<file path="src/rtl/dgsp_pkg.sv">
package dgsp_pkg;

  // Default sizes of the block.
  localparam int unsigned DEF_MAX_VERTICES = 64;
  localparam int unsigned DEF_WEIGHT_BITS  = 16;

  // Fixed field widths of the ports.
  localparam int unsigned CFG_BITS  = 7;
  localparam int unsigned VID_BITS  = 6;
  localparam int unsigned WIN_BITS  = 16;
  localparam int unsigned DIST_BITS = 22;

  // Reset value of the vertex count register.
  localparam logic [CFG_BITS-1:0] CFG_RESET = 7'd64;

  // Saturation limit of path sums.
  localparam logic [DIST_BITS-1:0] DIST_MAX = '1;

  // Request codes.
  localparam logic REQ_EDGE = 1'b0;
  localparam logic REQ_RUN  = 1'b1;

  // One word of the vertex store.
  typedef struct packed {
    logic                 visited;
    logic                 reached;
    logic [DIST_BITS-1:0] dist_val;
  } vtx_entry_t;

  // Sequencer states.
  typedef enum logic [2:0] {
    ST_IDLE,
    ST_INIT,
    ST_SCAN,
    ST_SCAN_END,
    ST_RELAX,
    ST_RELAX_END,
    ST_EMIT
  } ctrl_state_e;

endpackage

</file>
<file path="src/rtl/dgsp_vtx_mem.sv">
module dgsp_vtx_mem #(
  parameter int unsigned ADDR_BITS = 6
) (
  input  logic                   clk_i,
  input  logic                   we_i,
  input  logic [ADDR_BITS-1:0]   waddr_i,
  input  dgsp_pkg::vtx_entry_t   wdata_i,
  input  logic                   re_i,
  input  logic [ADDR_BITS-1:0]   raddr_i,
  output dgsp_pkg::vtx_entry_t   rdata_o
);

  dgsp_pkg::vtx_entry_t mem [2**ADDR_BITS];

  // Per-vertex distance and marks, registered read.
  always_ff @(posedge clk_i) begin
    if (we_i) begin
      mem[waddr_i] <= wdata_i;
    end
    if (re_i) begin
      rdata_o <= mem[raddr_i];
    end
  end

endmodule

</file>
<file path="config.mk">
export PLATFORM = sky130hd
export DESIGN_NAME = dgsp_vtx_mem
export DESIGN_NICKNAME = d
export VERILOG_FILES = /design/src/rtl/dgsp_pkg.sv /design/src/rtl/dgsp_vtx_mem.sv
export SDC_FILE = /design/constraint.sdc
export NUM_CORES = 1
export LEC_CHECK = 0
export ABC_AREA = 1
export BUFFER_PORTS_ARGS = -buffer_cell sky130_fd_sc_hd__buf_2
export CAP_MARGIN = 25
export CELL_PAD_IN_SITES_DETAIL_PLACEMENT = 1
export CELL_PAD_IN_SITES_GLOBAL_PLACEMENT = 1
export CORE_MARGIN = 10
export CORE_UTILIZATION = 36
export CTS_CLUSTER_DIAMETER = 50
export DETAILED_ROUTE_END_ITERATION = 10
export GPL_ROUTABILITY_DRIVEN = 0
export PLACE_DENSITY = 0.6
export SYNTH_ARGS = -nofsm -noshare
export SYNTH_HDL_FRONTEND = slang
export SYNTH_SLANG_ARGS = --single-unit
</file>
<file path="constraint.sdc">
create_clock -name clk_i -period 13.1 [get_ports clk_i]
set_clock_uncertainty 0.05 [all_clocks]
set_input_delay 2.62 -clock clk_i [delete_from_list [all_inputs] [get_ports clk_i]]
set_output_delay 2.62 -clock clk_i [all_outputs]
set_load 0.1 [all_outputs]
</file>
==> impl_metrics.toml, run 1 <==
[sta]
finalHoldViolations = 0
worst_slew_pin_slew_ps = 1080
slew_headroom = 0.282
finalSetupViolCount = 0
setup_ws_ps = 7060
drv_slew = 0
fin_setup_tns_ps = 0
max_clock_freq_mhz = 166
min_period_ps = 6040
grt_setup_unrepaired = "false"
fin_crit_sh = 0.461

[power]
share_clk_of_total_power = 0.434
peakVddDrop_uv = 161
powerDensity_nw_per_um2 = 156
p_leak_uw = 0.0252
power.switching_uw = 2670
share_comb_of_total_power = 0.066
power.internal_uw = 8470
switching_share = 0.240
p_seq_frac = 0.500
fin_total_pwr_uw = 11100

[critical_path]
crit_buf_inv = 4
crit_required_ps = 13730
critPathSlowestCell = "buf_12"
critPathTopFamily = "buffers and inverters"
path_cells = "buf_8 -> inv_16 -> buf_12 -> buf_12 -> nand2_1 -> nand3_1 -> nand3_1 -> nand2_1 -> nand2_1 -> nand3_1 -> nand3_1 -> nand2_1"
cpPeakStageDelay_ps = 690
start_kind = "input pin"
worstPathMaxFanout = 223
arrival_ps = 6670
path_class = "in2reg"
endpoint_kind = "flip-flop"

[place]
port_buffers = 62
place_hpwl_um = 110000
dp_slack_ps = 6370
dp.cells = 7393

[drt]
wl_um = 208000
dr_total_vias = 41400
dr.first_iter.drc_count = 3713
wl_per_cell_um = 26.9
via_per_inst = 5.34
drc = 0
route.antenna.remaining_nets = 0
first_pass_iters = 5

[final_layout]
syn2layout_area_growth_pct = 13.6
post-route-util = 0.411
layout.nets = 5298
drive_gt1_frac = 0.0943
final-instance-count-excl-fill = 7752

[clock_network]
ctsResizeCount = 0
cts-buffers-inserted = 179
postCtsHoldBufs = 0
cts_tree = "built"
cts.htree.levels = 4
path_clk_slew_ps = 60
clk_latency_ps = 820
clock_path_buffers = 3
cts_sinks = 1560
cts_setup_buffers = 0
ctsRootBufferMaster = "clkbuf_16"

[global_route]
grt_pass1_vias = 42600
grt_antenna_before_repair = 17
grt_overflow_total = 0
grt_max_degree = 224
grt_usage = 0.213
grt_pass1_wl_um = 302000

[logic_synthesis]
synthCells = 5230
synthDistinctLibCells = 16
synth_area_leader_cell = "edfxtp_1"
yosys_warnings = 0
ys_seq_area_frac = 0.744
syn_avg_cell_area_sq_um = 12.0
synth_nets = 5269
syn_area_sq_um = 63000
synth-seq-cells = 1560
ys_top_cells_by_area = "edfxtp_1 (74%), nand2_1 (12%), nand3_1 (10%)"
synth_top_area_frac = 0.744

[floorplan]
chipWidth_um = 438
die_y_um = 438
core_area_sq_um = 174000
start_util = 0.362
dieArea_sq_um = 192000
num_rows = 153
pin_count = 63

[run]
maxCapViolCount = 0

[worst_hold_path]
min_path_type = "reg2reg"

[status]
status = "complete, no violations"
## synth_stat cells
cell type  count
clkbuf_1      64
inv_4          1
edfxtp_1    1560
inv_1          9
clkinv_1       1
inv_2          1
nand2_1     1944
nor4_1         8
nor2_1        56
buf_2        169
buf_8          4
buf_1         27
nand3_1     1303
nand4_1        9
buf_4         30
buf_6         44
## layout make-up
class	instances	area (sq um)
Fill cell	18300	102000
Sequential cell	1560	46800
Multi-Input combinational cell	3320	14400
Clock buffer	223	4690
Tap cell	2325	2910
Timing Repair Buffer	186	1600
Clock inverter	107	945
Inverter	12	78.8
Antenna cell	19	47.5
## layer usage
| metal | wire length (um) | up-vias | share of wire | global-route usage |
|---|---|---|---|---|
| li1 | - | 18600 | - | - |
| met1 | 90000 | 21500 | 0.43 | 0.278 |
| met2 | 101000 | 1063 | 0.49 | 0.359 |
| met3 | 8430 | 299 | 0.040 | 0.0280 |
| met4 | 8810 | 4 | 0.042 | 0.0841 |
| met5 | 26 | - | 0.00012 | 0 |
## power groups by stage
stage | clock network, uW | logic (uW) | registers, uW
floorplan | 0 | 360 | 5700
global placement | 0 | 725 | 5670
detailed placement | 0 | 736 | 5670
CTS | 4920 | 738 | 5570
global route | 5120 | 791 | 5570
finish | 4840 | 731 | 5570
## kinds of logic (layout without fill, tap and decap cells)
kind of cell | after synthesis | after routing | share of synthesized area
simple gates | 3320 | 3320 | 0.224
flops | 1560 | 1560 | 0.744
buf+inv | 350 | 528 | 0.0320
other cells | 0 | 19 | 0
## sequential cells by signal, summed over array words and instances, names as in the netlist
name,flops
mem,1536
rdata_o,24
## tightest hold or removal path: cells and delay by family, from the launching register on
kind	cells	cell delay [ps]
DFF	1	320
and+or+nand+nor	8	460
## path summary, 6_finish.rpt
path	start	to	slack (ps)	depth (start not counted)
hold / removal	mem[28][6]$_DFFE_PP_	rdata_o[6]$_DFFE_PP_	840	8
setup / recovery	raddr_i[0]	rdata_o[3]$_DFFE_PP_	7060	12
setup reg to reg	mem[38][1]$_DFFE_PP_	rdata_o[1]$_DFFE_PP_	11050	8
hold reg to reg	mem[28][6]$_DFFE_PP_	rdata_o[6]$_DFFE_PP_	840	8
## cells in the final DEF, fill, tap and decap left out, drive strengths merged
master / instances
nand2: 1944
edfxtp: 1560
nand3: 1303
clkbuf: 223
buf: 186
clkinv: 72
nor2: 56
inv: 23
diode: 19
clkinvlp: 12
bufinv: 12
nand4: 9
nor4: 8
## metrics by stage
stage	hold WS, ps	instance area (sq um)
after floorplan	747	63000
after global placement	817	65500
after detailed placement	831	65700
after CTS	844	71300
after global routing	920	71500
final	838	71600
No activity file was read; power rests on OpenSTA's default activity.
==> inputs of run 2 (changes only) <==
Clock period 13.1 ns to 5.7 ns, I/O delays scaled along.
==> run 2 against run 1 <==
  * Sequential cell count did not move
  * Global-route usage down 0.28 points
  * Core utilization rose by 0.18 points
  * Largest cell class unchanged
  * Die area unchanged
  * Sequential share of layout area decreased by 0.29 points
  * Highest routed layer unchanged
  * Routed wire length decreased by 0.60%
  * Critical path type unchanged
  * Non-clock buffer count increased by 32
  * Power rose by 130%
  * Critical endpoint is now rdata_o[17]$_DFFE_PP_
  * Register-to-register slack lost 7300 ps
==> impl_metrics.toml, run 2 (synthesis gave the netlist of run 1 again) <==
[status]
status = "complete, no violations"

[final_layout]
layout.nets = 5329
reg.largest.list = "mem: 1536 flops, rdata_o: 24 flops"
final_common_cell = "nand2_1"
largest_reg_flops = 1536
ff_latch_area_sq_um = 46800
fill_cells = 18300
regMostFlops = "mem"
post-route-util = 0.413
syn2layout_area_growth_pct = 14.1
multi_input_area_sq_um = 14400
drive_gt1_frac = 0.0975
final_cell_mix = "nand2_1 (1944), edfxtp_1 (1560), nand3_1 (1303)"

[critical_path]
start_kind = "input pin"
arrival_ps = 4170
crit_top_cell = "nand3_1"
reg2reg_to = "rdata_o[7]$_DFFE_PP_"
worstPathMaxFanout = 110
crit_required_ps = 6190
critPathTopFamily = "buffers and inverters"
r2r_cells = 8
cpPeakStageDelay_ps = 660
critPathSlowestCell = "inv_8"
endpoint_kind = "flip-flop"
path_cells = "buf_8 -> inv_8 -> buf_12 -> buf_12 -> nand3_1 -> nand3_1 -> nand2_1 -> nand2_1 -> nand3_1 -> nand3_1 -> nand2_1"
path_class = "in2reg"
r2r-start = "mem[63][7]$_DFFE_PP_"
reg2reg_setup_slack_ps = 3710
crit_buf_inv = 4

[drt]
route.antenna.remaining_nets = 0
via_per_inst = 5.37
dr_total_vias = 41700
dr.first_iter.drc_count = 4052
first_pass_iters = 6
wl_per_cell_um = 26.7
wl_um = 207000
drc = 0

[global_route]
grt_pass1_wl_um = 300000
grt_usage = 0.210
grt_pass1_vias = 42700
grt_overflow_total = 0
grt_antenna_before_repair = 20
grt_max_degree = 140

[worst_hold_path]
min_path_type = "in2reg"
worst_hold_path.num_cells = 1
worstHoldStart = "wdata_i[0]"
min_to = "mem[63][0]$_DFFE_PP_"

[power]
powerDensity_nw_per_um2 = 359
p_leak_uw = 0.0255
peakVddDrop_uv = 357

[sta]
slew_headroom = 0.280
fin_setup_tns_ps = 0
finalSetupViolCount = 0
finalHoldViolations = 0
max_clock_freq_mhz = 272
worst_slew_pin_slew_ps = 1080
min_period_ps = 3680
drv_slew = 0
fin_crit_sh = 0.646
grt_setup_unrepaired = "false"

[clock_network]
cts_setup_buffers = 0
cts-buffers-inserted = 178
postCtsHoldBufs = 0
ctsResizeCount = 0
cts.htree.levels = 4
clock_path_buffers = 3
ctsRootBufferMaster = "clkbuf_16"
path_clk_slew_ps = 60
cts_tree = "built"
cts_sinks = 1560
clk_latency_ps = 810

[run]
maxCapViolCount = 0

[floorplan]
start_util = 0.362
core_area_sq_um = 174000
chipWidth_um = 438
num_rows = 153
dieArea_sq_um = 192000
pin_count = 63
die_y_um = 438

[place]
place_hpwl_um = 110000
port_buffers = 62
run 2: power breakdown:
part           internal (uW)  leakage, uW  total [uW]  switching (uW)
clock network           6630      0.00277       11300            4720
registers              12700       0.0141       12800            44.3
logic                    353      0.00864        1690            1340
total                  19700       0.0255       25800            6100
run 2: final cells by class:
cell class              instances  share of cell area
multi-input cells            3320               0.201
clock buffers                 227              0.0663
inverters                      12             0.00111
well taps                    2325              0.0405
clock inverters                97              0.0134
repair buffers                218              0.0257
flip-flops and latches       1560               0.652
diodes                          9            0.000313
run 2: layer usage:
layer  vias up  wire (um)  track usage
li1      18600          -            -
met1     21700      91300        0.285
met2      1150      99600        0.350
met3       305       9630       0.0260
met4         2       6760       0.0700
met5         -          8            0
run 2: how the worst max path moves through the flow:
stage                           from                     to  depth (start not counted)
after floorplan                 we_i   mem[48][0]$_DFFE_PP_                          3
after global placement    raddr_i[1]  rdata_o[16]$_DFFE_PP_                         11
after detailed placement  raddr_i[1]  rdata_o[17]$_DFFE_PP_                         11
after CTS                 raddr_i[1]  rdata_o[17]$_DFFE_PP_                         11
after global routing      raddr_i[1]  rdata_o[17]$_DFFE_PP_                         11
final                     raddr_i[1]  rdata_o[17]$_DFFE_PP_                         11
run 2: worst reg2reg max path: stages (launching register included):
cell and delay, ps:
edfxtp_1 360, nand2_1 80, nand3_1 110, nand3_1 140
nand2_1 80, nand2_1 130, nand3_1 350, nand3_1 360
nand2_1 80
run 2: stage by stage:
step	hold slack [ps]	std cells	power (uW)	setup WS [ps]	area, sq um
4_1_cts	607	7758	26000	2000	71800
3_3_place_gp	826	7432	14700	1100	66100
5_1_grt	622	7763	26600	1980	71900
2_1_floorplan	747	5230	13900	1170	63000
6_report	644	7768	25800	2020	71900
3_5_place_dp	827	7434	14700	1130	66100
