File: src/rtl/dgsp_pkg.sv
package dgsp_pkg;

  // Default sizes of the block.
  localparam int unsigned DEF_MAX_VERTICES = 64;
  localparam int unsigned DEF_WEIGHT_BITS  = 16;

  // Fixed field widths of the ports.
  localparam int unsigned CFG_BITS  = 7;
  localparam int unsigned VID_BITS  = 6;
  localparam int unsigned WIN_BITS  = 16;
  localparam int unsigned DIST_BITS = 22;

  // Reset value of the vertex count register.
  localparam logic [CFG_BITS-1:0] CFG_RESET = 7'd64;

  // Saturation limit of path sums.
  localparam logic [DIST_BITS-1:0] DIST_MAX = '1;

  // Request codes.
  localparam logic REQ_EDGE = 1'b0;
  localparam logic REQ_RUN  = 1'b1;

  // One word of the vertex store.
  typedef struct packed {
    logic                 visited;
    logic                 reached;
    logic [DIST_BITS-1:0] dist_val;
  } vtx_entry_t;

  // Sequencer states.
  typedef enum logic [2:0] {
    ST_IDLE,
    ST_INIT,
    ST_SCAN,
    ST_SCAN_END,
    ST_RELAX,
    ST_RELAX_END,
    ST_EMIT
  } ctrl_state_e;

endpackage

File: src/rtl/dgsp_ctrl.sv
module dgsp_ctrl #(
  parameter int unsigned MAX_VERTICES = dgsp_pkg::DEF_MAX_VERTICES,
  parameter int unsigned WEIGHT_BITS  = dgsp_pkg::DEF_WEIGHT_BITS,
  parameter int unsigned VW           = $clog2(MAX_VERTICES),
  parameter int unsigned NW           = $clog2(MAX_VERTICES + 1)
) (
  input  logic                             clk_i,
  input  logic                             rst_ni,
  input  logic [NW-1:0]                    n_i,
  input  logic                             clear_busy_i,
  // Request channel.
  input  logic                             in_valid_i,
  output logic                             in_stall_o,
  input  logic                             req_type_i,
  input  logic [dgsp_pkg::VID_BITS-1:0]    from_vertex_i,
  input  logic [dgsp_pkg::VID_BITS-1:0]    to_vertex_i,
  input  logic [dgsp_pkg::WIN_BITS-1:0]    weight_i,
  // Result channel.
  output logic                             out_valid_o,
  input  logic                             out_stall_i,
  output logic [dgsp_pkg::VID_BITS-1:0]    vertex_o,
  output logic [dgsp_pkg::DIST_BITS-1:0]   distance_o,
  output logic                             reachable_o,
  output logic                             last_o,
  // Weight memory port.
  output logic                             e_we_o,
  output logic [2*VW-1:0]                  e_waddr_o,
  output logic [WEIGHT_BITS-1:0]           e_wdata_o,
  output logic                             e_re_o,
  output logic [2*VW-1:0]                  e_raddr_o,
  input  logic [WEIGHT_BITS-1:0]           e_rdata_i,
  // Vertex memory port.
  output logic                             v_we_o,
  output logic [VW-1:0]                    v_waddr_o,
  output dgsp_pkg::vtx_entry_t             v_wdata_o,
  output logic                             v_re_o,
  output logic [VW-1:0]                    v_raddr_o,
  input  dgsp_pkg::vtx_entry_t             v_rdata_i
);

  localparam int unsigned CW = dgsp_pkg::VID_BITS + 1;
  localparam int unsigned SW =
    ((WEIGHT_BITS > dgsp_pkg::DIST_BITS) ? WEIGHT_BITS : dgsp_pkg::DIST_BITS) + 1;

  dgsp_pkg::ctrl_state_e state_q, state_d;
  logic [VW-1:0] cnt_q, cnt_d;
  logic [VW-1:0] round_q, round_d;
  logic [VW-1:0] n_m1;
  logic          in_accept, out_accept;
  logic          scan_iss, relax_iss, emit_iss, init_we;
  logic          scan_v_q, relax_v_q, emit_v_q;
  logic [VW-1:0] pipe_idx_q;
  logic          have_q, take;
  logic [VW-1:0] best_q;
  logic          best_reached_q;
  logic [dgsp_pkg::DIST_BITS-1:0] best_dist_q;
  logic          wb_we;
  dgsp_pkg::vtx_entry_t wb_entry;
  logic [SW-1:0] cand_full;
  logic [dgsp_pkg::DIST_BITS-1:0] cand;
  logic          from_ok, to_ok;
  logic [VW-1:0] fa, tb, e_hi, e_lo, r_hi, r_lo;
  logic          out_valid_q;
  logic [dgsp_pkg::VID_BITS-1:0]  out_vertex_q;
  logic [dgsp_pkg::DIST_BITS-1:0] out_dist_q;
  logic          out_reach_q, out_last_q;

  assign n_m1       = VW'(n_i - NW'(1));
  assign in_stall_o = (state_q != dgsp_pkg::ST_IDLE) || clear_busy_i;
  assign in_accept  = in_valid_i && !in_stall_o;
  assign out_accept = out_valid_q && !out_stall_i;

  // Edge writes go to the lower triangle only, so one write covers both directions.
  assign from_ok = CW'(from_vertex_i) < CW'(n_i);
  assign to_ok   = CW'(to_vertex_i) < CW'(n_i);
  assign fa      = from_vertex_i[VW-1:0];
  assign tb      = to_vertex_i[VW-1:0];
  assign e_hi    = (fa > tb) ? fa : tb;
  assign e_lo    = (fa > tb) ? tb : fa;
  assign e_we_o    = in_accept && (req_type_i == dgsp_pkg::REQ_EDGE) && from_ok && to_ok;
  assign e_waddr_o = {e_hi, e_lo};
  assign e_wdata_o = WEIGHT_BITS'(weight_i);

  // Row of the picked vertex, read through the same triangle mapping.
  assign r_hi      = (best_q > cnt_q) ? best_q : cnt_q;
  assign r_lo      = (best_q > cnt_q) ? cnt_q : best_q;
  assign e_re_o    = relax_iss;
  assign e_raddr_o = {r_hi, r_lo};

  // Sequencer: init sweep, then scan and relax per round, then emit.
  always_comb begin
    state_d   = state_q;
    cnt_d     = cnt_q;
    round_d   = round_q;
    scan_iss  = 1'b0;
    relax_iss = 1'b0;
    emit_iss  = 1'b0;
    init_we   = 1'b0;
    case (state_q)
      dgsp_pkg::ST_IDLE: begin
        if (in_accept && (req_type_i == dgsp_pkg::REQ_RUN)) begin
          state_d = dgsp_pkg::ST_INIT;
          cnt_d   = '0;
        end
      end
      dgsp_pkg::ST_INIT: begin
        init_we = 1'b1;
        if (cnt_q == n_m1) begin
          cnt_d   = '0;
          round_d = '0;
          state_d = (n_m1 == '0) ? dgsp_pkg::ST_EMIT : dgsp_pkg::ST_SCAN;
        end else begin
          cnt_d = cnt_q + VW'(1);
        end
      end
      dgsp_pkg::ST_SCAN: begin
        scan_iss = 1'b1;
        if (cnt_q == n_m1) begin
          cnt_d   = '0;
          state_d = dgsp_pkg::ST_SCAN_END;
        end else begin
          cnt_d = cnt_q + VW'(1);
        end
      end
      dgsp_pkg::ST_SCAN_END: begin
        state_d = dgsp_pkg::ST_RELAX;
      end
      dgsp_pkg::ST_RELAX: begin
        relax_iss = 1'b1;
        if (cnt_q == n_m1) begin
          cnt_d   = '0;
          state_d = dgsp_pkg::ST_RELAX_END;
        end else begin
          cnt_d = cnt_q + VW'(1);
        end
      end
      dgsp_pkg::ST_RELAX_END: begin
        if (round_q == n_m1 - VW'(1)) begin
          state_d = dgsp_pkg::ST_EMIT;
        end else begin
          round_d = round_q + VW'(1);
          state_d = dgsp_pkg::ST_SCAN;
        end
      end
      dgsp_pkg::ST_EMIT: begin
        if (!emit_v_q && (!out_valid_q || out_accept)) begin
          emit_iss = 1'b1;
          if (cnt_q == n_m1) begin
            cnt_d   = '0;
            state_d = dgsp_pkg::ST_IDLE;
          end else begin
            cnt_d = cnt_q + VW'(1);
          end
        end
      end
      default: begin
        state_d = dgsp_pkg::ST_IDLE;
      end
    endcase
  end

  // Minimum search compare on the word read in the previous cycle.
  assign take = !v_rdata_i.visited &&
                (!have_q || (v_rdata_i.reached &&
                             (!best_reached_q || (v_rdata_i.dist_val < best_dist_q))));

  // Relaxation of one neighbor, written back in the cycle its data returns.
  assign cand_full = SW'(best_dist_q) + SW'(e_rdata_i);
  assign cand      = (cand_full > SW'(dgsp_pkg::DIST_MAX)) ?
                     dgsp_pkg::DIST_MAX : cand_full[dgsp_pkg::DIST_BITS-1:0];

  always_comb begin
    wb_we    = 1'b0;
    wb_entry = v_rdata_i;
    if (relax_v_q) begin
      if (pipe_idx_q == best_q) begin
        wb_we            = 1'b1;
        wb_entry.visited = 1'b1;
      end else if (best_reached_q && (e_rdata_i != '0) && !v_rdata_i.visited &&
                   (!v_rdata_i.reached || (cand < v_rdata_i.dist_val))) begin
        wb_we             = 1'b1;
        wb_entry.visited  = 1'b0;
        wb_entry.reached  = 1'b1;
        wb_entry.dist_val = cand;
      end
    end
  end

  // Vertex memory port: init sweep and write-back never overlap.
  assign v_re_o    = scan_iss || relax_iss || emit_iss;
  assign v_raddr_o = cnt_q;
  assign v_we_o    = init_we || wb_we;
  assign v_waddr_o = init_we ? cnt_q : pipe_idx_q;
  always_comb begin
    if (init_we) begin
      v_wdata_o.visited  = 1'b0;
      v_wdata_o.reached  = (cnt_q == '0);
      v_wdata_o.dist_val = '0;
    end else begin
      v_wdata_o = wb_entry;
    end
  end

  // State and read pipeline flags.
  always_ff @(posedge clk_i or negedge rst_ni) begin
    if (!rst_ni) begin
      state_q   <= dgsp_pkg::ST_IDLE;
      cnt_q     <= '0;
      round_q   <= '0;
      scan_v_q  <= 1'b0;
      relax_v_q <= 1'b0;
      emit_v_q  <= 1'b0;
      have_q    <= 1'b0;
    end else begin
      state_q   <= state_d;
      cnt_q     <= cnt_d;
      round_q   <= round_d;
      scan_v_q  <= scan_iss;
      relax_v_q <= relax_iss;
      emit_v_q  <= emit_iss;
      if ((state_q != dgsp_pkg::ST_SCAN) && (state_d == dgsp_pkg::ST_SCAN)) begin
        have_q <= 1'b0;
      end else if (scan_v_q && take) begin
        have_q <= 1'b1;
      end
    end
  end

  // Payload side of the pipeline and the best candidate.
  always_ff @(posedge clk_i) begin
    pipe_idx_q <= cnt_q;
    if (scan_v_q && take) begin
      best_q         <= pipe_idx_q;
      best_reached_q <= v_rdata_i.reached;
      best_dist_q    <= v_rdata_i.dist_val;
    end
  end

  // Output register; a read is issued only when it will be free.
  always_ff @(posedge clk_i or negedge rst_ni) begin
    if (!rst_ni) begin
      out_valid_q <= 1'b0;
    end else if (emit_v_q) begin
      out_valid_q <= 1'b1;
    end else if (out_accept) begin
      out_valid_q <= 1'b0;
    end
  end

  always_ff @(posedge clk_i) begin
    if (emit_v_q) begin
      out_vertex_q <= dgsp_pkg::VID_BITS'(pipe_idx_q);
      out_dist_q   <= v_rdata_i.reached ? v_rdata_i.dist_val : '0;
      out_reach_q  <= v_rdata_i.reached;
      out_last_q   <= (pipe_idx_q == n_m1);
    end
  end

  assign out_valid_o = out_valid_q;
  assign vertex_o    = out_vertex_q;
  assign distance_o  = out_dist_q;
  assign reachable_o = out_reach_q;
  assign last_o      = out_last_q;

  // Returning emit data never lands on an occupied output register.
  a_emit_free: assert property (@(posedge clk_i) disable iff (!rst_ni)
    emit_v_q |-> !out_valid_q)
    else $error("emit data arrived while the output register was full");

  // Write-back and the next read never target the same vertex.
  a_no_rw_clash: assert property (@(posedge clk_i) disable iff (!rst_ni)
    (v_we_o && v_re_o) |-> (v_waddr_o != v_raddr_o))
    else $error("vertex memory read and write at the same address");

  // Relax data only returns while the relax phase is still open.
  a_relax_phase: assert property (@(posedge clk_i) disable iff (!rst_ni)
    relax_v_q |-> ((state_q == dgsp_pkg::ST_RELAX) || (state_q == dgsp_pkg::ST_RELAX_END)))
    else $error("relax write-back outside the relax phase");

  // The final result of a run carries the highest active vertex.
  a_last_vertex: assert property (@(posedge clk_i) disable iff (!rst_ni)
    (out_valid_q && out_last_q) |-> (out_vertex_q == dgsp_pkg::VID_BITS'(n_m1)))
    else $error("last flag on a vertex other than the final one");

endmodule

File: config.mk
export PLATFORM = sky130hd
export DESIGN_NAME = dgsp_ctrl
export DESIGN_NICKNAME = d
export VERILOG_FILES = /design/src/rtl/dgsp_pkg.sv /design/src/rtl/dgsp_ctrl.sv
export SDC_FILE = /design/constraint.sdc
export NUM_CORES = 1
export LEC_CHECK = 0
export ABC_AREA = 1
export BUFFER_PORTS_ARGS = -buffer_cell sky130_fd_sc_hd__buf_2
export CAP_MARGIN = 10
export CORE_MARGIN = 4
export CORE_UTILIZATION = 50
export CTS_BUF_LIST = sky130_fd_sc_hd__clkbuf_2
export DETAILED_ROUTE_END_ITERATION = 12
export GPL_TIMING_DRIVEN = 0
export PLACE_DENSITY = 0.79
export SLEW_MARGIN = 20
export SYNTH_ARGS = -nofsm -noshare
export SYNTH_HDL_FRONTEND = slang
export SYNTH_SLANG_ARGS = --single-unit
File: constraint.sdc
create_clock -name clk_i -period 3.9 [get_ports clk_i]
set_input_delay 0.585 -clock clk_i [delete_from_list [all_inputs] [get_ports clk_i]]
set_output_delay 0.585 -clock clk_i [all_outputs]
set_load 0.005 [all_outputs]
==> flow_metrics.env, run 1 <==
export IMPL_area_delta_synth_final_pct=28.0
export IMPL_hp_class="input pin to flop"
export IMPL_rsz0062_at_grt="yes"
export IMPL_grt_max_degree=32
export IMPL_die_w_um=128
export IMPL_tritoncts="done"
export IMPL_io_pins=193
export IMPL_crit_path_start_kind="flop"
export IMPL_die_area_um2=16400
export IMPL_hold_viol_final=0
export IMPL_yosys_most_used_dff="edfxtp_1"
export IMPL_rows=43
export IMPL_diodes=0
export IMPL_rr_endpoint="best_dist_q[8]$_DFFE_PP_"
export IMPL_grt_pass1_wl_um=33300
export IMPL_hold_depth=1
export IMPL_max_freq_mhz=188
export IMPL_crit_fanout=8
export IMPL_die_y_um=128
export IMPL_synthCells=954
export IMPL_whs_ns=0.180
export IMPL_cap_violations=0
export IMPL_post_place_ws_ns=-1.31
export IMPL_fin_nets=1337
export IMPL_via_per_inst=5.44
export IMPL_slowest_delay_ns=0.51
export IMPL_path_common_cell="nand2_4"
export IMPL_postRouteAntennaNets=0
export IMPL_core_area_um2=14000
export IMPL_remaining_drc_errors=0
export IMPL_firstDrtPassIters=5
export IMPL_cp_end_kind="primary output"
export IMPL_r2r_slack_ns=0.74
export IMPL_yosys_warnings=0
export IMPL_slew_violations=0
export IMPL_synth_seq_cells=85
export IMPL_synth_top_area_share=0.245
export IMPL_required_ns=3.31
export IMPL_ys_seq_area_frac=0.331
export IMPL_path_clk_slew_ns=0.31
export IMPL_critPathArrivalTime_ns=4.74
export IMPL_design_area_um2=9240
export IMPL_path_buf_inv=5
export IMPL_htreeDepth=3
export IMPL_synth_avg_cell_area_um2=7.57
export IMPL_leakage_nw=4.80
export IMPL_cts_sinks=85
export IMPL_reg2reg_depth=11
export IMPL_cellPowerDensity_nw_per_um2=349
export IMPL_total_power_mw=3.23
export IMPL_synthesis_area_um2=7220
export IMPL_ir_drop_uv=248
export IMPL_worstMarginPinSlew_ns=0.796
export IMPL_cts_root_buf="clkbuf_2"
export IMPL_clk_latency_ns=0.65
export IMPL_wirelength_um=21800
export IMPL_worstReg2RegStart="best_dist_q[17]$_DFFE_PP_"
export IMPL_fin_ws_ns=-1.42
export IMPL_initial_core_util=0.516
export IMPL_dp_cells=1311
export IMPL_synth_edf_count=59
export IMPL_final_layout_size_suffix_gt1_frac=0.296
export IMPL_skew_ns=0.0630
export IMPL_final_cells=1354
export IMPL_grtUsageTotal=0.253
export IMPL_wire_per_inst_um=16.1
export IMPL_synthArstFlopShare=0.235
export IMPL_grt_remaining_overflow=0
export IMPL_synth_top_area_cell="edfxtp_1"
export IMPL_setup_viol=23
export IMPL_post_dp_cell_area_um2=8420
export IMPL_outcome="finished with violations"
export IMPL_max_slew_margin=0.469
export IMPL_clockBufferDepth=2
export IMPL_crit_cells=27
export IMPL_period_needed_ns=5.32
export IMPL_min_period_over_period=1.36
export IMPL_synth_nets=1122
export IMPL_dp_final_hpwl_um=16000
export IMPL_violations="negative setup slack"
export IMPL_vias=7362
export IMPL_crit_family="simple AND/OR/NAND/NOR gates"
export IMPL_ys_types=55
export IMPL_numPortBuffers=176
export IMPL_cp_slowest_cell="edfxtp_1"
export IMPL_cts_made_buffers=9
export IMPL_first_global_vias=7091
export IMPL_yosys_top_cells_area="edfxtp_1 25%, ha_1 15%, nand2_1 8.9%, inv_1 8.8%, dfrtp_1 6.9%"
export IMPL_crit_type="flop to primary output"
export IMPL_place_congestion=0.937
export IMPL_whs_endpoint="best_dist_q[1]$_DFFE_PP_"
export IMPL_drtIter0Drc=649
export IMPL_hp_start="v_rdata_i[1]"
export IMPL_antenna_found_initial=0
## what timing repair did
item,in CTS,in global routing
hold endpoints to repair,20,0
cloned,3,1
hold buffers,1,0
endpoints found under the setup margin,31,34
pin swaps,35,42
resized for setup,55,41
setup buffers,18,4
## layout by cell type, fill, tap and decap left out, types with 8 or more instances in the layout
cell / count
o21ai_1: 16
nand4_1: 16
clkbuf_2: 10
dfrtp_1: 18
a21oi_2: 9
edfxtp_1: 59
a21oi_1: 56
buf_2: 176
inv_1: 167
nand2_4: 8
nand3_1: 33
clkbuf_1: 10
o21ai_2: 11
nand2_1: 160
nor2_2: 13
ha_4: 10
xor2_1: 15
o21ai_0: 38
buf_4: 33
nor3_1: 11
ha_1: 76
nor2_1: 98
nand2_2: 13
## synthesized netlist by cell type (all sizes together), types with 3 or more instances
master  instances
a211oi          4
a21o            3
a21oi          67
buf            22
clkbuf         11
dfrtp          20
dfxtp           6
edfxtp         59
ha             86
inv           175
nand2         182
nand3          38
nand4          16
nor2          114
nor3           17
nor3b           3
nor4            7
o21a            3
o21ai          67
o21bai          6
o221ai          4
xnor2           7
xor2           15
## cells by family (layout without fill, tap and decap cells)
group           count (synthesis)  after routing  share of synthesized area
fa+ha+maj                      87             87                      0.152
compound gates                169            169                      0.135
simple gates                  383            383                      0.235
xor+xnor                       22             22                     0.0267
flops                          85             85                      0.331
buf+inv                       208            428                      0.120
## state kept, by name, summed over array words and instances, names as in the netlist, 3 cells and up
| signal | flops |
|---|---|
| pipe_idx_q | 6 |
| vertex_o | 6 |
| distance_o | 22 |
| state_q | 3 |
| round_q | 6 |
| best_q | 6 |
| v_raddr_o | 6 |
| best_dist_q | 22 |
## routing by layer
layer	vias to the layer above	GRT usage	share of wire
met5	-	0	0
li1	3561	-	-
met1	3373	0.310	0.40
met3	81	0.0579	0.086
met2	347	0.420	0.48
met4	0	0.117	0.041
## area by class of cell
cell class,instances,area (um^2)
Clock buffer,9,45.0
Inverter,175,662
Buffer,33,245
Tap cell,180,225
Timing Repair Buffer,204,1200
Multi-Input combinational cell,661,4380
Fill cell,1187,4740
Clock inverter,7,85.1
Sequential cell,85,2390
## per-stage QoR
| step | utilization | setup TNS [ns] |
|---|---|---|
| floorplan | - | -3.23 |
| global placement | 0.599 | -55.93 |
| detailed placement | 0.602 | -25.79 |
| CTS | 0.644 | -30.55 |
| global route | 0.661 | -35.50 |
| finish | 0.661 | -31.17 |
## worst max path at each step
stage	endpoint	startpoint
detailed placement	v_wdata_o[21]	e_rdata_i[0]
finish	v_wdata_o[21]	best_dist_q[0]$_DFFE_PP_
global route	v_wdata_o[1]	best_dist_q[0]$_DFFE_PP_
CTS	v_wdata_o[10]	best_dist_q[0]$_DFFE_PP_
global placement	v_wdata_o[21]	e_rdata_i[0]
floorplan	v_wdata_o[21]	e_rdata_i[0]
## report_power, final
| part | total (mW) | internal [mW] | switching, mW |
|---|---|---|---|
| Clock | 0.523 | 0.158 | 0.364 |
| Sequential | 1.16 | 1.05 | 0.106 |
| Combinational | 1.55 | 0.609 | 0.940 |
No activity file was read; power rests on OpenSTA's default activity.
==> run 2, diff against run 1 <==
ABC_AREA = unset   (was 1)
TNS_END_PERCENT = 20   (was unset)
==> flow_metrics.env, run 2 <==
export IMPL_grt_remaining_overflow=0
export IMPL_leakage_nw=4.39
export IMPL_antenna_found_initial=2
export IMPL_required_ns=3.31
export IMPL_wirelength_um=23000
export IMPL_path_buf_inv=4
export IMPL_max_freq_mhz=167
export IMPL_hold_viol_final=0
export IMPL_numPortBuffers=175
export IMPL_die_w_um=130
export IMPL_yosys_most_used_dff="edfxtp_1"
export IMPL_synthArstFlopShare=0.235
export IMPL_tns_ns=-45.07
export IMPL_crit_path_start_kind="flop"
export IMPL_period_needed_ns=5.98
export IMPL_r2r_slack_ns=0.98
export IMPL_setup_viol=23
export IMPL_yosys_warnings=0
export IMPL_cts_sinks=85
export IMPL_synth_nets=960
export IMPL_synthCells=792
export IMPL_postRouteAntennaNets=0
export IMPL_rsz0062_at_grt="yes"
export IMPL_critPathArrivalTime_ns=5.39
export IMPL_clockBufferDepth=2
export IMPL_die_y_um=130
export IMPL_synth_top_area_cell="edfxtp_1"
export IMPL_tritoncts="done"
export IMPL_cp_end_kind="primary output"
export IMPL_place_congestion=0.927
export IMPL_post_dp_cell_area_um2=8770
export IMPL_reg2reg_depth=10
export IMPL_synth_top_area_share=0.237
export IMPL_min_period_over_period=1.53
export IMPL_violations="negative setup slack"
export IMPL_crit_fanout=5
export IMPL_ys_types=79
export IMPL_fin_ws_ns=-2.08
export IMPL_dp_final_hpwl_um=16300
export IMPL_hp_class="input pin to flop"
export IMPL_cap_violations=0
export IMPL_yosysMostFrequentCell="ha_1"
export IMPL_grtUsageTotal=0.260
export IMPL_vias=7165
export IMPL_synth_seq_cells=85
export IMPL_firstDrtPassIters=6
export IMPL_io_pins=193
export IMPL_first_global_vias=6858
export IMPL_grt_pass1_wl_um=34600
export IMPL_path_cells="ha_1 -> a21o_1 -> a31oi_2 -> o22a_1 -> o21ai_4 -> a21oi_1 -> o21a_1 -> nor2_2 -> ha_4 -> nand4_1 -> nor2_2 -> nand4_1 -> a211oi_2 -> buf_4 -> nor4_4 -> buf_6 -> buf_8 -> o22ai_1 -> a21oi_1 -> buf_2"
export IMPL_core_area_um2=14600
export IMPL_initial_core_util=0.512
export IMPL_slew_violations=0
export IMPL_via_per_inst=5.96
export IMPL_ir_drop_uv=305
export IMPL_wire_per_inst_um=19.1
export IMPL_skew_ns=0.0239
export IMPL_worstMarginPinSlew_ns=1.01
export IMPL_crit_type="flop to primary output"
export IMPL_remaining_drc_errors=0
export IMPL_mostFrequentLayoutCells="181 x buf_2, 73 x inv_1, 72 x ha_1"
export IMPL_path_clk_slew_ns=0.26
export IMPL_hp_start="v_rdata_i[22]"
export IMPL_hold_depth=1
export IMPL_max_slew_margin=0.323
export IMPL_area_delta_synth_final_pct=29.3
export IMPL_whs_endpoint="best_reached_q$_DFFE_PP_"
export IMPL_rr_endpoint="best_q[0]$_DFFE_PP_"
export IMPL_synthesis_area_um2=7470
export IMPL_ys_seq_area_frac=0.320
export IMPL_cts_root_buf="clkbuf_2"
export IMPL_rows=44
export IMPL_final_common_cell="buf_2"
export IMPL_clk_latency_ns=0.63
export IMPL_synth_top_cells_by_count="86 x ha_1, 74 x inv_1, 59 x edfxtp_1"
export IMPL_grt_max_degree=21
export IMPL_final_layout_size_suffix_gt1_frac=0.381
export IMPL_htreeDepth=3
export IMPL_drtIter0Drc=591
export IMPL_fin_nets=1181
export IMPL_worstReg2RegStart="best_dist_q[1]$_DFFE_PP_"
export IMPL_design_area_um2=9650
export IMPL_synth_edf_count=59
export IMPL_outcome="finished with violations"
export IMPL_synth_avg_cell_area_um2=9.43
export IMPL_cts_made_buffers=9
export IMPL_yosys_top_cells_area="edfxtp_1 24%, ha_1 14%, dfrtp_1 6.7%, mux2_2 3.8%, inv_1 3.7%"
export IMPL_die_area_um2=17000
export IMPL_slowest_delay_ns=0.47
export IMPL_cp_slowest_cell="edfxtp_1"
export IMPL_crit_family="compound AO/OA/AOI/OAI gates"
export IMPL_cellPowerDensity_nw_per_um2=388
## run 2: cell types whose count changed in the layout (fill, tap and decap cells not counted), moves of 12 or more
cell	change
and2_1	+27
nor2_1	-70
mux2_2	+24
o21ai_1	-13
inv_1	-94
xnor2_1	+19
o21ai_0	-12
nand2_1	-109
a21oi_1	-28
a21o_1	+22
## run 2: kinds of logic (layout without fill, tap and decap cells)
family | after synthesis | after routing | share of synthesized area
other cells | 0 | 1 | 0
buf+inv | 116 | 342 | 0.0709
fa+ha+maj | 87 | 87 | 0.147
simple gates | 242 | 242 | 0.175
flops | 85 | 85 | 0.320
mux | 30 | 30 | 0.0444
compound gates | 190 | 190 | 0.183
xor+xnor | 42 | 42 | 0.0595
## run 2: how the worst max path moves through the flow
| stage | start | end | cells past startpoint |
|---|---|---|---|
| after CTS | best_dist_q[0]$_DFFE_PP_ | v_wdata_o[7] | 21 |
| after global routing | best_dist_q[0]$_DFFE_PP_ | v_wdata_o[7] | 21 |
| after global placement | e_rdata_i[2] | v_wdata_o[16] | 19 |
| after floorplan | e_rdata_i[0] | v_wdata_o[14] | 18 |
| final | best_dist_q[6]$_DFFE_PP_ | v_wdata_o[11] | 20 |
| after detailed placement | e_rdata_i[2] | v_wdata_o[9] | 18 |
## run 2: power by group
group | switching, mW | total (mW) | internal [mW]
combinational | 1.07 | 1.94 | 0.869
sequential | 0.142 | 1.29 | 1.15
clock | 0.355 | 0.512 | 0.158
## run 2: final cells by class
type                            count  area [um^2]
Timing Repair Buffer              210         1210
Fill cell                        1181         4940
Tap cell                          184          230
Multi-Input combinational cell    591         5120
Buffer                             42          297
Clock buffer                        9         45.0
Clock inverter                      7         78.8
Sequential cell                    85         2400
Antenna cell                        1         2.50
Inverter                           74          278
## run 2: stage by stage
step	instances	setup slack (ns)	utilization	total power, mW	hold slack, ns
after floorplan	792	-0.837	-	2.37	0.289
after global placement	1151	-1.89	0.596	2.94	0.376
after detailed placement	1153	-1.99	0.601	2.99	0.376
after CTS	1193	-1.71	0.640	3.61	0.138
after global routing	1203	-2.28	0.662	4.02	0.0748
final	1203	-2.08	0.662	3.74	0.165
## run 2: routing by layer
metal  vias up  wire length, um  GRT usage
met5         -               12          0
met4         2             1130     0.0831
met3        93             2090     0.0786
met2       357            11100      0.451
met1      3379             8640      0.308
li1       3334                -          -
## run 2: repair_timing
action | 4_1_cts | 5_1_grt
hold buffers | 1 | 0
endpoints found under the hold margin | 20 | 0
setup buffers | 23 | 8
endpoints found under the setup margin | 33 | 34
gates resized for setup | 52 | 45
pin swaps | 25 | 27
gates cloned | 1 | 1
==> run 3, diff against run 2 <==
--- a/config.mk
+++ b/config.mk
@@ -14,4 +14,5 @@
 export GPL_TIMING_DRIVEN = 0
 export PLACE_DENSITY = 0.79
+export RECOVER_POWER = 100
 export SLEW_MARGIN = 20
 export SYNTH_ARGS = -nofsm -noshare
==> constraint.sdc (replaced) <==
create_clock -name clk_i -period 3.9 [get_ports clk_i]
set_input_delay 0.195 -clock clk_i [delete_from_list [all_inputs] [get_ports clk_i]]
set_output_delay 0.195 -clock clk_i [all_outputs]
set_load 0.005 [all_outputs]
==> flow_metrics.env, run 3 (same netlist as run 2, synthesis figures left out) <==
export IMPL_outcome="finished with violations"
export IMPL_violations="negative setup slack"
export IMPL_grt_max_degree=21
export IMPL_die_area_um2=17000
export IMPL_mostFrequentLayoutCells="113 x buf_2, 82 x clkbuf_1, 74 x inv_1"
export IMPL_cts_made_buffers=9
export IMPL_cellPowerDensity_nw_per_um2=376
export IMPL_worstReg2RegStart="best_dist_q[1]$_DFFE_PP_"
export IMPL_rows=44
export IMPL_grt_pass1_wl_um=33700
export IMPL_final_common_cell="buf_2"
export IMPL_rr_endpoint="best_dist_q[1]$_DFFE_PP_"
export IMPL_crit_fanout=7
export IMPL_drtIter0Drc=536
export IMPL_hold_viol_final=0
export IMPL_dp_cells=1153
export IMPL_setup_viol=23
export IMPL_die_y_um=130
export IMPL_grtUsageTotal=0.253
export IMPL_max_slew_margin=0.0768
export IMPL_antenna_found_initial=0
export IMPL_final_cells=1226
export IMPL_required_ns=3.70
export IMPL_area_delta_synth_final_pct=28.4
export IMPL_first_global_vias=6702
export IMPL_fin_nets=1205
export IMPL_firstDrtPassIters=6
export IMPL_multi_input_area_um2=4970
export IMPL_wirelength_um=22400
export IMPL_cts_sinks=85
export IMPL_filler_cell_count=1205
export IMPL_seqCellArea_um2=2390
export IMPL_grt_remaining_overflow=0
export IMPL_total_power_mw=3.61
export IMPL_tritoncts="done"
export IMPL_clockBufferDepth=2
export IMPL_cp_end_kind="primary output"
export IMPL_path_clk_slew_ns=0.27
export IMPL_remaining_drc_errors=0
export IMPL_hp_class="input pin to flop"
export IMPL_clk_latency_ns=0.67
export IMPL_fin_ws_ns=-1.41
export IMPL_period_needed_ns=5.31
export IMPL_skew_ns=0.0363
export IMPL_numPortBuffers=175
export IMPL_cap_violations=0
export IMPL_dp_final_hpwl_um=16500
export IMPL_critPathArrivalTime_ns=5.11
export IMPL_via_per_inst=5.77
export IMPL_cts_root_buf="clkbuf_2"
export IMPL_max_freq_mhz=188
export IMPL_slew_violations=0
export IMPL_final_layout_size_suffix_gt1_frac=0.281
export IMPL_r2r_slack_ns=0.08
export IMPL_diodes=0
export IMPL_vias=7070
export IMPL_whs_endpoint="last_o$_DFFE_PP_"
export IMPL_min_period_over_period=1.36
export IMPL_leakage_nw=4.20
export IMPL_ir_drop_uv=320
export IMPL_postRouteAntennaNets=0
export IMPL_reg2reg_depth=9
export IMPL_core_area_um2=14600
export IMPL_place_congestion=0.943
export IMPL_worstMarginPinSlew_ns=1.38
export IMPL_initial_core_util=0.512
export IMPL_wire_per_inst_um=18.3
export IMPL_die_w_um=130
export IMPL_crit_type="flop to primary output"
export IMPL_htreeDepth=3
export IMPL_hold_depth=4
export IMPL_rsz0062_at_grt="yes"
export IMPL_hp_start="n_i[5]"
export IMPL_crit_path_start_kind="flop"
export IMPL_io_pins=193
==> run 3: cell count changes in the layout (fill, tap and decap cells not counted), sizes merged <==
cell         before  now
inv              78   77
dlygate4sd3       1   29
clkinv            1    3
bufinv            1    0
buf             235  148
diode             1    0
clkbuf           25  108
==> run 3: critical path: stages (launching register included) <==
cell and delay, ns:
edfxtp_1 0.49, ha_4 0.19, fa_2 0.36, a21oi_4 0.18, nor2_4 0.07, o211ai_1 0.21
buf_4 0.17, a211o_4 0.18, nand2_2 0.11, or2_2 0.34, ha_1 0.34, nand3_1 0.12
nor3_2 0.19, nand4_1 0.22, a211oi_2 0.24, buf_4 0.17, or4_4 0.21, nand2_8 0.09
buf_12 0.15, a311oi_2 0.27, buf_2 0.17
==> run 3: how the worst max path moves through the flow <==
| stage | startpoint | to | slack (ns) | cells after the start |
|---|---|---|---|---|
| floorplan | best_dist_q[2]$_DFFE_PP_ | v_wdata_o[16] | -0.19 | 17 |
| global placement | best_dist_q[2]$_DFFE_PP_ | v_wdata_o[16] | -1.50 | 18 |
| detailed placement | best_dist_q[2]$_DFFE_PP_ | v_wdata_o[16] | -1.54 | 18 |
| CTS | best_dist_q[0]$_DFFE_PP_ | v_wdata_o[7] | -1.36 | 22 |
| global route | best_dist_q[0]$_DFFE_PP_ | v_wdata_o[8] | -1.68 | 21 |
| finish | best_dist_q[0]$_DFFE_PP_ | v_wdata_o[7] | -1.41 | 20 |
==> run 3: layout make-up <==
class,count,share of cell area
plain buffers,41,0.0281
clock buffers,9,0.00470
clock inverters,7,0.00601
inverters,74,0.0290
multi-input cells,591,0.519
flip-flops and latches,85,0.250
well taps,184,0.0240
repair buffers,235,0.140
==> run 3: routing by layer <==
metal | vias to the layer above | track usage | wire length [um]
li1 | 3364 | - | -
met1 | 3339 | 0.303 | 8860
met2 | 302 | 0.444 | 11100
met3 | 65 | 0.0659 | 1770
met4 | 0 | 0.0813 | 673
met5 | - | 0 | 0
==> run 3: per-stage QoR <==
stage          cell area [um^2]  utilization  setup WS, ns  hold slack [ns]  setup TNS [ns]
2_1_floorplan              7610            -        -0.189           -0.101           -3.37
3_3_place_gp               8710        0.597         -1.50            0.174          -54.79
3_5_place_dp               8780        0.602         -1.54            0.175          -31.52
4_1_cts                    9480        0.649         -1.36           0.0552          -30.06
5_1_grt                    9580        0.657         -1.68           0.0639          -39.41
6_report                   9580        0.657         -1.41           0.0790          -31.38
==> run 3: power by group <==
group,total (mW),internal (mW),leakage (nW),switching (mW)
Clock,0.459,0.0941,0.0624,0.365
Sequential,1.29,1.15,0.855,0.139
Combinational,1.85,0.820,3.28,1.03
==> run 3: timing repair <==
action                                 4_1_cts  5_1_grt
pin swaps                                   13        5
endpoints found under the hold margin       70        0
setup endpoints to repair                   23       31
buffers inserted                            17        9
gates resized for setup                     35       27
hold buffers                                29        0
cloned                                       0        3
